`config.mk`:
```
export PLATFORM = sky130hd
export DESIGN_NAME = c8x_ctrl
export DESIGN_NICKNAME = d
export VERILOG_FILES = /design/src/rtl/core/c8x_pkg.sv /design/src/rtl/core/c8x_ctrl.sv
export SDC_FILE = /design/constraint.sdc
export NUM_CORES = 1
export LEC_CHECK = 0
export BUFFER_PORTS_ARGS = -buffer_cell sky130_fd_sc_hd__buf_2
export CORE_MARGIN = 2
export CORE_UTILIZATION = 51
export DETAILED_ROUTE_END_ITERATION = 6
export PLACE_DENSITY_LB_ADDON = 0.08
export SETUP_SLACK_MARGIN = 0.05
export SYNTH_ARGS = -nofsm -noshare
export SYNTH_HDL_FRONTEND = slang
export SYNTH_SLANG_ARGS = --single-unit
```
`constraint.sdc`:
```
create_clock -name clk -period 2.25 [get_ports clk]
set_input_delay 0.3375 -clock clk [delete_from_list [all_inputs] [get_ports clk]]
set_output_delay 0.3375 -clock clk [all_outputs]
set_load 0.005 [all_outputs]
```
`src/rtl/core/c8x_pkg.sv`:
```
// shared constants, types and helper functions of the chip-8 subset execute unit
`default_nettype none

package c8x_pkg;

	localparam int MEM_DEPTH = 4096;
	localparam int SCREEN_W  = 64;
	localparam int SCREEN_H  = 32;

	localparam int MEM_AW    = $clog2(MEM_DEPTH);
	localparam int COL_AW    = $clog2(SCREEN_W);
	localparam int ROW_AW    = $clog2(SCREEN_H);
	localparam int BYTE_AW   = $clog2(SCREEN_W / 8);
	localparam int FONT_LEN  = 80;
	localparam int FONT_IW   = $clog2(FONT_LEN);

	localparam int S_TDATA_W = 32;
	localparam int S_TUSER_W = 2;
	localparam int M_TDATA_W = 40;

	localparam logic [11:0] PC_RESET = 12'h200;

	localparam logic [7:0] GLYPHS [FONT_LEN] = '{
		8'hF0, 8'h90, 8'h90, 8'h90, 8'hF0, 8'h20, 8'h60, 8'h20, 8'h20, 8'h70,
		8'hF0, 8'h10, 8'hF0, 8'h80, 8'hF0, 8'hF0, 8'h10, 8'hF0, 8'h10, 8'hF0,
		8'h90, 8'h90, 8'hF0, 8'h10, 8'h10, 8'hF0, 8'h80, 8'hF0, 8'h10, 8'hF0,
		8'hF0, 8'h80, 8'hF0, 8'h90, 8'hF0, 8'hF0, 8'h10, 8'h20, 8'h40, 8'h40,
		8'hF0, 8'h90, 8'hF0, 8'h90, 8'hF0, 8'hF0, 8'h90, 8'hF0, 8'h10, 8'hF0,
		8'hF0, 8'h90, 8'hF0, 8'h90, 8'h90, 8'hE0, 8'h90, 8'hE0, 8'h90, 8'hE0,
		8'hF0, 8'h80, 8'h80, 8'h80, 8'hF0, 8'hE0, 8'h90, 8'h90, 8'h90, 8'hE0,
		8'hF0, 8'h80, 8'hF0, 8'h80, 8'hF0, 8'hF0, 8'h80, 8'hF0, 8'h80, 8'h80
	};

	typedef enum logic [1:0] {
		KIND_WRITE = 2'd0,
		KIND_EXEC  = 2'd1,
		KIND_READ  = 2'd2
	} kind_t;

	typedef enum logic [3:0] {
		OP_JUMP    = 4'h1,
		OP_SKIP_EQ = 4'h3,
		OP_LOAD    = 4'h6,
		OP_ADD     = 4'h7,
		OP_SET_I   = 4'hA,
		OP_RAND    = 4'hC,
		OP_DRAW    = 4'hD
	} op_t;

	typedef struct packed {
		logic clr_en;
		logic take;
		logic mem_wr;
		logic fb_rd;
		logic fb_cap;
		logic fetch0;
		logic fetch1;
		logic fetch2;
		logic ld_vx;
		logic exec;
		logic draw;
		logic draw_end;
		logic out_load;
	} ctrl_cmd_t;

	typedef struct packed {
		logic clr_last;
		logic is_draw;
		logic draw_busy;
	} ctrl_sts_t;

	// 12-bit address folded onto the memory depth (depth is at least a quarter of 4096)
	function automatic logic [MEM_AW-1:0] mem_slot(input logic [11:0] a);
		logic [11:0] v;
		v = a;
		for (int i = 0; i < 3; i++) begin
			if (v >= 12'(MEM_DEPTH)) begin
				v = v - 12'(MEM_DEPTH);
			end
		end
		return v[MEM_AW-1:0];
	endfunction

	// reset content of the memory: font glyphs at the bottom, zero elsewhere
	function automatic logic [7:0] font_at(input logic [MEM_AW-1:0] a);
		logic [7:0] b;
		b = 8'h00;
		if (a < MEM_AW'(FONT_LEN)) begin
			b = GLYPHS[a[FONT_IW-1:0]];
		end
		return b;
	endfunction

endpackage

`default_nettype wire

```
`src/rtl/core/c8x_ctrl.sv`:
```
// control state machine of the execute unit: sequencing and stream handshakes
`default_nettype none

module c8x_ctrl
	import c8x_pkg::*;
(
	input  logic       clk,
	input  logic       arst_n,
	input  logic       s_axis_tvalid,
	output logic       s_axis_tready,
	input  logic [1:0] kind,
	output logic       m_axis_tvalid,
	input  logic       m_axis_tready,
	output ctrl_cmd_t  cmd,
	input  ctrl_sts_t  sts
);

	typedef enum logic [11:0] {
		S_CLEAR  = 12'b0000_0000_0001,
		S_IDLE   = 12'b0000_0000_0010,
		S_WRITE  = 12'b0000_0000_0100,
		S_FB_RD0 = 12'b0000_0000_1000,
		S_FB_RD1 = 12'b0000_0001_0000,
		S_FETCH0 = 12'b0000_0010_0000,
		S_FETCH1 = 12'b0000_0100_0000,
		S_FETCH2 = 12'b0000_1000_0000,
		S_LOAD_X = 12'b0001_0000_0000,
		S_EXEC   = 12'b0010_0000_0000,
		S_DRAW   = 12'b0100_0000_0000,
		S_DONE   = 12'b1000_0000_0000
	} state_t;

	state_t state_q, state_d;
	logic   m_valid_q;

	always_comb begin
		state_d = state_q;
		cmd     = '0;
		unique case (state_q)
			S_CLEAR: begin
				cmd.clr_en = 1'b1;
				if (sts.clr_last) begin
					state_d = S_IDLE;
				end
			end
			S_IDLE: begin
				if (s_axis_tvalid) begin
					cmd.take = 1'b1;
					unique case (kind_t'(kind))
						KIND_WRITE: state_d = S_WRITE;
						KIND_EXEC:  state_d = S_FETCH0;
						KIND_READ:  state_d = S_FB_RD0;
						default:    state_d = S_DONE;
					endcase
				end
			end
			S_WRITE: begin
				cmd.mem_wr = 1'b1;
				state_d    = S_DONE;
			end
			S_FB_RD0: begin
				cmd.fb_rd = 1'b1;
				state_d   = S_FB_RD1;
			end
			S_FB_RD1: begin
				cmd.fb_cap = 1'b1;
				state_d    = S_DONE;
			end
			S_FETCH0: begin
				cmd.fetch0 = 1'b1;
				state_d    = S_FETCH1;
			end
			S_FETCH1: begin
				cmd.fetch1 = 1'b1;
				state_d    = S_FETCH2;
			end
			S_FETCH2: begin
				cmd.fetch2 = 1'b1;
				state_d    = S_LOAD_X;
			end
			S_LOAD_X: begin
				cmd.ld_vx = 1'b1;
				state_d   = S_EXEC;
			end
			S_EXEC: begin
				cmd.exec = 1'b1;
				state_d  = sts.is_draw ? S_DRAW : S_DONE;
			end
			S_DRAW: begin
				cmd.draw = 1'b1;
				if (!sts.draw_busy) begin
					cmd.draw_end = 1'b1;
					state_d      = S_DONE;
				end
			end
			S_DONE: begin
				if (!m_valid_q || m_axis_tready) begin
					cmd.out_load = 1'b1;
					state_d      = S_IDLE;
				end
			end
			default: state_d = S_IDLE;
		endcase
	end

	always_ff @(posedge clk or negedge arst_n) begin
		if (!arst_n) begin
			state_q   <= S_CLEAR;
			m_valid_q <= 1'b0;
		end else begin
			state_q <= state_d;
			if (cmd.out_load) begin
				m_valid_q <= 1'b1;
			end else if (m_axis_tready) begin
				m_valid_q <= 1'b0;
			end
		end
	end

	assign s_axis_tready = (state_q == S_IDLE);
	assign m_axis_tvalid = m_valid_q;

`ifndef SYNTHESIS
	a_load_into_free_slot: assert property (@(posedge clk) disable iff (!arst_n)
		cmd.out_load |-> (!m_valid_q || m_axis_tready))
		else $error("result loaded over a beat not yet taken");

	a_exec_starts_fetch: assert property (@(posedge clk) disable iff (!arst_n)
		(cmd.take && kind == KIND_EXEC) |=> (state_q == S_FETCH0))
		else $error("execute beat did not start an instruction fetch");
`endif

endmodule

`default_nettype wire

```
==> results.sh, run 1 <==
export IMPL_clock_skew_ns=0.00472
export IMPL_hold_violations=0
export IMPL_tritoncts="built"
export IMPL_cts_root_buffer="clkbuf_4"
export IMPL_drt_iter0_markers=44
export IMPL_start_util_pct=53.7
export IMPL_setup_violations=0
export IMPL_grt_pass1_wl_mm=3.72
export IMPL_end_kind="output port"
export IMPL_ys_warn_count=0
export IMPL_synthAdderAreaFrac_pct=0
export IMPL_fin_crit_ns=2.14
export IMPL_cp_slowest_stage_delay_ns=0.46
export IMPL_status="finished clean"
export IMPL_ys_seq_elements=13
export IMPL_critPathSlowestCell="dfrtp_2"
export IMPL_cts_sinks=13
export IMPL_synthMuxAreaShare_pct=0
export IMPL_synth_edf_count=0
export IMPL_crit_required_ns=1.91
export IMPL_hp_class="in2reg"
export IMPL_syn_inst=100
export IMPL_place_area_um2=1050
export IMPL_powerDensity_nw_per_um2=822
export IMPL_seq_area_frac_synth_pct=35.2
export IMPL_route_detailed_drc=0
export IMPL_synthFlopType="dfrtp_1"
export IMPL_critPathMaxFanout=6
export IMPL_drive_gt1_share_pct=50.0
export IMPL_irDropWorstVdd_uv=522
export IMPL_p_leak_nw=0.622
export IMPL_portBuffers=23
export IMPL_hpwl_mm=1.58
export IMPL_track_usage_pct=24.7
export IMPL_totalPowerFinal_mw=1.05
export IMPL_ys_types=39
export IMPL_syn_nets=109
export IMPL_rsz0062_at_grt="yes"
export IMPL_grt_pass1_vias=857
export IMPL_pin_count=24
export IMPL_dr_pass1_iters=4
export IMPL_syn_to_final_growth_pct=37.8
export IMPL_slew_headroom_pct=71.7
export IMPL_worst_slew_pin_slew_ns=0.424
export IMPL_core_area_um2=1730
export IMPL_avgSynthCellArea_um2=9.27
export IMPL_ys_async_sr_fraction_pct=100
export IMPL_grt_start_max_net_pins=14
export IMPL_antenna_cells=0
export IMPL_vias=966
export IMPL_cts_buffer_depth=2
export IMPL_period_share_pct=95.1
export IMPL_rows=15
export IMPL_routabilityCongestion=1.02
export IMPL_critPathTopFamily="simple AND/OR/NAND/NOR gates"
export IMPL_numCtsBuffers=3
export IMPL_ant_nets=0
export IMPL_fin_nets=152
export IMPL_clkTransAtPathRegs_ns=0.09
export IMPL_dieArea_um2=2170
export IMPL_antenna_found_initial=0
export IMPL_die_width_um=46.6
export IMPL_crit_chain="nor4_4, buf_4, nand3_2, nor4b_4, buf_2"
export IMPL_grt_ovfl_total=0
export IMPL_via_per_inst=5.78
export IMPL_synth_top_family_by_area="simple AND/OR/NAND/NOR gates"
export IMPL_critPathLaunchType="register"
export IMPL_synth_xor_area_share_pct=2.83
export IMPL_routed_wl_mm=2.44
export IMPL_stdcell_area_um2=1280
export IMPL_die_h_um=46.6
export IMPL_critPathArrivalTime_ns=1.80
export IMPL_htree_levels=1
export IMPL_wl_per_cell_um=14.6
export IMPL_critPathBufInv=2
export IMPL_drv_slew=0
export IMPL_cap_violations=0
export IMPL_clk_latency_ns=0.28
export IMPL_r2r_slack_ns=0.41
export IMPL_synthSimpleGateAreaFrac_pct=45.2
export IMPL_fmax_mhz=468
export IMPL_synth_compound_area_share_pct=9.99
export IMPL_netlist_area_um2=927
export IMPL_worstSetupPathType="reg2out"
-- final timing paths --
path                       cells after the start       start          end
min in group asynchronous                      2      arst_n  state_q[11]
hold / removal                                 2      sts[2]   state_q[0]
hold reg to reg                                1  state_q[5]   state_q[8]
max in group asynchronous                      2      arst_n   state_q[0]
setup / recovery                               5  state_q[5]      cmd[10]
setup reg to reg                               7  state_q[4]  state_q[11]
-- state kept, by name (all words and copies together), names as in the netlist --
register,cells
state_q,12
m_axis_tvalid,1
-- final cells by class --
class                      instances  area (µm²)
tap                               25        31.3
fill                             133         449
inverter                           5        18.8
sequential                        13         332
clock buffer                       4        26.3
multi-input combinational         75         587
timing repair buffer              45         283
-- kinds of logic after synthesis --
kind of cell | after synthesis
AND/OR/NAND/NOR | 59
AO/OA/AOI/OAI | 13
buffers and inverters | 12
flip-flops | 13
XOR/XNOR | 3
-- metrics by stage --
stage / utilization, % / instances / worst slack [ns] / setup TNS, ns / hold slack (ns)
floorplan: - / 100 / 0.321 / 0 / 0.0419
global placement: 60.9 / 144 / 0.246 / 0 / 0.242
detailed placement: 60.9 / 144 / 0.181 / 0 / 0.241
CTS: 67.1 / 156 / 0.0187 / 0 / 0.181
global route: 74.0 / 167 / -0.00315 / -0.00523 / 0.177
finish: 74.0 / 167 / 0.111 / 0 / 0.180
-- metal layers --
| metal | global-route usage, % | share of wire (%) | vias to the layer above |
|---|---|---|---|
| met5 | 0 | 0 | - |
| met4 | 11.1 | 2.2 | 0 |
| met3 | 5.10 | 5.7 | 6 |
| met2 | 39.4 | 49 | 42 |
| met1 | 31.9 | 43 | 456 |
| li1 | - | - | 462 |
-- timing repair --
| item | CTS | global route |
|---|---|---|
| buffers inserted | 7 | 11 |
| pin swaps | 4 | 5 |
| hold buffers | 1 | 0 |
| gates resized for setup | 6 | 8 |
| hold endpoints to repair | 12 | 0 |
| endpoints found under the setup margin | 12 | 12 |
-- where the power goes --
part           total (mW)  internal [mW]  leakage [nW]  switching (mW)
logic               0.569          0.295         0.439           0.274
clock network       0.151         0.0688        0.0150          0.0827
registers           0.330          0.264         0.167          0.0654
total                1.05          0.628         0.622           0.422
-- synthesized netlist by cell type (2+ instances only) --
cell type | instances | area (µm²)
a21oi_1 | 2 | 10.0
and3_1 | 2 | 12.5
and4_2 | 4 | 40.0
and4b_1 | 2 | 20.0
buf_2 | 2 | 10.0
buf_6 | 2 | 22.5
clkbuf_1 | 3 | 11.3
dfrtp_1 | 12 | 300
inv_1 | 5 | 18.8
nand2_1 | 2 | 7.51
nand2b_1 | 5 | 31.3
nand3_1 | 4 | 20.0
nor2_1 | 9 | 33.8
nor2b_1 | 3 | 18.8
nor3_1 | 6 | 30.0
nor3b_2 | 2 | 25.0
nor4_1 | 9 | 56.3
nor4_4 | 2 | 42.5
o21ai_0 | 2 | 10.0
o22ai_1 | 2 | 12.5
xor2_1 | 2 | 17.5
-- layout by cell type (no fill, tap or decap), types with 2 or more instances in the layout --
cell	n
nor2_1	8
o22ai_1	2
dfrtp_2	4
nor3b_2	2
nor4_2	2
buf_2	23
nand2_2	2
nor4_4	3
clkbuf_4	3
nor4_1	7
buf_4	21
dfrtp_1	8
and4b_1	2
inv_1	5
xor2_1	2
a21oi_1	2
nand3_1	3
and3_1	2
and4_2	3
nand2b_1	5
nor3_1	5
nor2b_1	3
o21ai_0	2
Note: power is estimated with default switching activity, not from simulation.
==> inputs of run 2 (changes only) <==
==> constraint.sdc (replaced) <==
create_clock -name clk -period 2.25 [get_ports clk]
set_input_delay 0.3375 -clock clk [delete_from_list [all_inputs] [get_ports clk]]
set_output_delay 0.3375 -clock clk [all_outputs]
set_load 0.02 [all_outputs]
==> results.sh, run 2 (synthesis gave the netlist of run 1 again) <==
export IMPL_rows=15
export IMPL_core_area_um2=1730
export IMPL_hold_start="sts[2]"
export IMPL_hp_class="in2reg"
export IMPL_crit_cells=5
export IMPL_reg2reg_from="state_q[4]"
export IMPL_critPathMaxFanout=5
export IMPL_critPathBufInv=1
export IMPL_final_cell_mix="buf_4, buf_2, nor2_1, dfrtp_1, nor4_1"
export IMPL_cts_buffer_depth=2
export IMPL_setup_violations=0
export IMPL_tritoncts="built"
export IMPL_p_leak_nw=0.614
export IMPL_end_kind="output port"
export IMPL_numCtsBuffers=3
export IMPL_largest_register_ffs=12
export IMPL_die_width_um=46.6
export IMPL_via_per_inst=5.66
export IMPL_portBuffers=23
export IMPL_drt_iter0_markers=7
export IMPL_totalPowerFinal_mw=1.03
export IMPL_pin_count=24
export IMPL_hpwl_mm=1.61
export IMPL_period_share_pct=97.1
export IMPL_grt_start_max_net_pins=14
export IMPL_cts_sinks=13
export IMPL_fill_cells=147
export IMPL_final_common_cell="buf_4"
export IMPL_routed_wl_mm=2.47
export IMPL_worst_slew_pin_slew_ns=0.349
export IMPL_clkTransAtPathRegs_ns=0.09
export IMPL_timing_setup_tns_ns=0
export IMPL_status="finished clean"
export IMPL_top_register="state_q"
export IMPL_die_h_um=46.6
export IMPL_crit_required_ns=1.91
export IMPL_clock_skew_ns=0.0111
export IMPL_grt_pass1_vias=781
export IMPL_antenna_found_initial=0
export IMPL_crit_path_start="state_q[3]"
export IMPL_cts_root_buffer="clkbuf_4"
export IMPL_route_detailed_drc=0
export IMPL_clk_latency_ns=0.28
export IMPL_critPathLaunchType="register"
export IMPL_wl_per_cell_um=14.9
export IMPL_fmax_mhz=458
export IMPL_reg2reg_depth=7
export IMPL_fin_crit_ns=2.18
export IMPL_fin_nets=151
export IMPL_track_usage_pct=23.1
export IMPL_drive_gt1_share_pct=46.1
export IMPL_grt_ovfl_total=0
export IMPL_drv_slew=0
export IMPL_slew_headroom_pct=76.5
export IMPL_rsz0062_at_grt="yes"
export IMPL_grt_pass1_wl_mm=3.48
export IMPL_antenna_cells=0
export IMPL_crit_chain="or2_4, nor4_4, nand2_2, nor4_1, buf_2"
export IMPL_worstSetupPathType="reg2out"
export IMPL_cp_slowest_stage_delay_ns=0.40
export IMPL_dieArea_um2=2170
export IMPL_routabilityCongestion=1.02
export IMPL_dr_pass1_iters=4
export IMPL_critPathArrivalTime_ns=1.85
export IMPL_start_util_pct=53.7
export IMPL_critPathSlowestCell="dfrtp_1"
export IMPL_cap_violations=0
export IMPL_vias=939
export IMPL_powerDensity_nw_per_um2=825
export IMPL_ant_nets=0
export IMPL_hold_violations=0
export IMPL_min_delay_path_depth=2
export IMPL_critPathTopFamily="simple AND/OR/NAND/NOR gates"
export IMPL_htree_levels=1
export IMPL_syn_to_final_growth_pct=35.1
export IMPL_irDropWorstVdd_uv=594
[run 2: cell types whose count changed in the layout (fill, tap and decap cells not counted), sizes merged]
cell and change:
buf -1
[run 2: layout make-up]
cell class / instances / area [µm²] / share of cell area [%]
Tap cell: 25 / 31.3 / 2.50
Timing Repair Buffer: 44 / 287 / 22.9
Sequential cell: 13 / 330 / 26.4
Clock buffer: 4 / 26.3 / 2.10
Inverter: 5 / 18.8 / 1.50
Multi-Input combinational cell: 75 / 559 / 44.7
[run 2: timing repair]
item,4_1_cts,5_1_grt
pin swaps,5,7
setup buffers,6,8
gates resized for setup,7,5
gates cloned,0,0
endpoints found under the hold margin,12,0
hold buffers,1,0
setup endpoints to repair,8,12
[run 2: metrics by stage]
stage	area, µm²	instances	util (%)	setup WS (ns)	hold WS (ns)
detailed placement	1070	147	62.2	0.124	0.241
global placement	1070	147	62.2	0.190	0.238
CTS	1180	158	68.1	0.0486	0.189
finish	1250	166	72.5	0.0659	0.184
global route	1250	166	72.5	-0.0607	0.170
floorplan	927	100	-	-0.0652	0.0419
[run 2: final timing paths]
check                      slack (ns)            end
max                              0.07         cmd[7]
min                              0.18     state_q[0]
max reg2reg                      0.46     state_q[3]
min reg2reg                      0.56  m_axis_tvalid
max in group asynchronous        1.51     state_q[0]
min in group asynchronous        0.46     state_q[1]
[run 2: where the power goes]
part / total, mW / internal [mW] / switching [mW]
Combinational: 0.575 / 0.268 / 0.308
Clock: 0.153 / 0.0687 / 0.0842
Sequential: 0.305 / 0.263 / 0.0416
Total: 1.03 / 0.600 / 0.433
[run 2: worst reg2reg max path, stage by stage (launching register included)]
cell,delay [ns]
dfrtp_1,0.41
nor4_4,0.35
nand2_4,0.13
nor4_4,0.27
nand2_2,0.13
buf_4,0.16
buf_4,0.12
nor3b_2,0.15
[run 2: per-layer routing]
metal	vias up	share of wire [%]	track usage, %
met3	4	4.4	5.88
met5	-	0	0
met2	28	49	32.8
li1	459	-	-
met4	0	1.9	11.7
met1	448	44	32.0
==> inputs of run 3 (changes only) <==
--- a/config.mk
+++ b/config.mk
@@ -5,9 +5,10 @@
 export SDC_FILE = /design/constraint.sdc
 export NUM_CORES = 1
 export LEC_CHECK = 0
+export ABC_AREA = 1
 export BUFFER_PORTS_ARGS = -buffer_cell sky130_fd_sc_hd__buf_2
 export CORE_MARGIN = 2
-export CORE_UTILIZATION = 51
+export CORE_UTILIZATION = 49
 export DETAILED_ROUTE_END_ITERATION = 6
 export PLACE_DENSITY_LB_ADDON = 0.08
 export SETUP_SLACK_MARGIN = 0.05
==> results.sh, run 3 <==
export IMPL_place_area_um2=945
export IMPL_ys_warn_count=0
export IMPL_cap_violations=0
export IMPL_top_register="state_q"
export IMPL_wl_per_cell_um=9.44
export IMPL_start_util_pct=53.1
export IMPL_crit_chain="nor2_2, nand2_2, nor2_4, and2_1, inv_1, nor2_1, buf_2"
export IMPL_fmax_mhz=525
export IMPL_drive_gt1_share_pct=21.9
export IMPL_syn_inst=127
export IMPL_synth_top_cell_area_share_pct=37.1
export IMPL_grt_ovfl_total=0
export IMPL_period_share_pct=84.6
export IMPL_via_per_inst=4.62
export IMPL_critPathBufInv=2
export IMPL_die_h_um=44.6
export IMPL_hpwl_mm=1.38
export IMPL_synth_edf_count=0
export IMPL_fin_nets=165
export IMPL_timing_setup_tns_ns=0
export IMPL_fin_crit_ns=1.90
export IMPL_utilization_pct=64.4
export IMPL_cts_sinks=13
export IMPL_hp_class="in2reg"
export IMPL_clk_latency_ns=0.27
export IMPL_ant_nets=0
export IMPL_pin_count=24
export IMPL_ys_top_cells_by_area="dfrtp_1, inv_1, nand2_1, nor2_1, nand3_1"
export IMPL_clock_skew_ns=0.00137
export IMPL_ys_seq_elements=13
export IMPL_status="finished clean"
export IMPL_min_delay_path_depth=2
export IMPL_critPathMaxFanout=6
export IMPL_hold_start="kind[1]"
export IMPL_grt_start_max_net_pins=14
export IMPL_grt_pass1_wl_mm=2.67
export IMPL_avgSynthCellArea_um2=6.37
export IMPL_crit_path_start="state_q[4]"
export IMPL_reg2reg_from="state_q[2]"
export IMPL_setup_violations=0
export IMPL_crit_required_ns=1.91
export IMPL_drv_slew=0
export IMPL_rsz0062_at_grt="no"
export IMPL_core_area_um2=1520
export IMPL_cp_slowest_stage_delay_ns=0.41
export IMPL_rows=14
export IMPL_ys_async_sr_fraction_pct=100
export IMPL_crit_cells=7
export IMPL_portBuffers=23
export IMPL_dieArea_um2=1990
export IMPL_dr_pass1_iters=4
export IMPL_powerDensity_nw_per_um2=1030
export IMPL_tritoncts="built"
export IMPL_yosys_top_cells_count="inv_1, nand2_1, nor2_1"
export IMPL_end_kind="output port"
export IMPL_fin_cells=171
export IMPL_syn_to_final_growth_pct=21.2
export IMPL_reg2reg_depth=8
export IMPL_totalPowerFinal_mw=1.01
export IMPL_synthFlopType="dfrtp_1"
export IMPL_yosys_area_top_type="dfrtp_1"
export IMPL_hold_violations=0
export IMPL_critPathTopFamily="simple AND/OR/NAND/NOR gates"
export IMPL_cts_buffer_depth=2
export IMPL_ys_types=15
export IMPL_critPathSlowestCell="dfrtp_1"
export IMPL_numCtsBuffers=3
export IMPL_routed_wl_mm=1.61
export IMPL_seq_area_frac_synth_pct=40.3
export IMPL_clkTransAtPathRegs_ns=0.08
export IMPL_critPathArrivalTime_ns=1.57
export IMPL_worst_slew_pin_slew_ns=0.293
export IMPL_irDropWorstVdd_uv=659
export IMPL_final_cell_mix="inv_1, nand2_1, nor2_1, buf_2, dfrtp_1"
export IMPL_slew_headroom_pct=80.5
export IMPL_dp_cells=166
export IMPL_grt_pass1_vias=687
export IMPL_final_common_cell="inv_1"
export IMPL_die_width_um=44.6
export IMPL_htree_levels=1
export IMPL_p_leak_nw=0.714
export IMPL_route_detailed_drc=0
export IMPL_track_usage_pct=18.8
export IMPL_largest_register_ffs=12
export IMPL_yosysMostFrequentCell="inv_1"
export IMPL_cts_root_buffer="clkbuf_4"
export IMPL_antenna_cells=0
export IMPL_vias=790
export IMPL_drt_iter0_markers=10
export IMPL_netlist_area_um2=810
export IMPL_antenna_found_initial=0
export IMPL_routabilityCongestion=0.805
export IMPL_worstSetupPathType="reg2out"
export IMPL_syn_nets=136
export IMPL_stdcell_area_um2=981
export IMPL_critPathLaunchType="register"
[run 3: cell types whose count changed after synthesis, moves of 3 or more]
cell / change
and4_2: -4
clkbuf_1: -3
inv_1: +29
nand2_1: +30
nand2b_1: -5
nand3_1: +3
nor2_1: +14
nor2b_1: -3
nor4_1: -8
[run 3: path summary, 6_finish.rpt]
check                                 to  slack, ns
max                               cmd[1]       0.35
min reg2reg                m_axis_tvalid       0.56
max in group asynchronous     state_q[0]       1.50
min in group asynchronous     state_q[7]       0.47
max reg2reg                   state_q[1]       0.82
min                           state_q[2]       0.24
[run 3: timing repair]
action	CTS	global route
setup buffers	0	0
endpoints found under the hold margin	12	0
hold buffers	1	0
gates resized for setup	0	0
[run 3: worst reg2reg max path, cell delays in order (launching register included)]
cell     delay (ns)
dfrtp_1        0.39
nor2_1         0.14
nand2_1        0.13
nor2_1         0.26
nand2_1        0.14
nand2_1        0.09
nor2_1         0.05
nand4_1        0.08
nand2_1        0.05
[run 3: final cells by class]
cell class / instances / area [µm²]
fillers: 155 / 543
multi-input cells: 80 / 355
flip-flops and latches: 13 / 327
inverters: 34 / 128
repair buffers: 24 / 125
clock buffers: 4 / 26.3
well taps: 16 / 20.0
[run 3: power breakdown]
group,leakage (nW),switching [mW],internal [mW]
registers,0.174,0.0293,0.280
logic,0.525,0.378,0.177
clock network,0.0150,0.0761,0.0688
total,0.714,0.483,0.526
[run 3: kinds of logic after synthesis]
group | after synthesis | synth area share, %
flip-flops | 13 | 40.3
buffers and inverters | 34 | 15.8
AO/OA/AOI/OAI | 2 | 1.24
AND/OR/NAND/NOR | 78 | 42.7
[run 3: metrics by stage]
stage / worst slack, ns / hold slack (ns)
4_1_cts: 0.335 / 0.233
5_1_grt: 0.208 / 0.255
3_3_place_gp: 0.684 / 0.241
6_report: 0.346 / 0.241
3_5_place_dp: 0.650 / 0.242
2_1_floorplan: 0.517 / 0.0419
[run 3: metal layers]
| metal | up-vias | wire (µm) | global-route usage (%) |
|---|---|---|---|
| met1 | 348 | 735 | 23.1 |
| met3 | 2 | 69 | 2.45 |
| li1 | 424 | - | - |
| met5 | - | 0 | 0 |
| met4 | 0 | 19 | 9.09 |
| met2 | 16 | 791 | 32.2 |
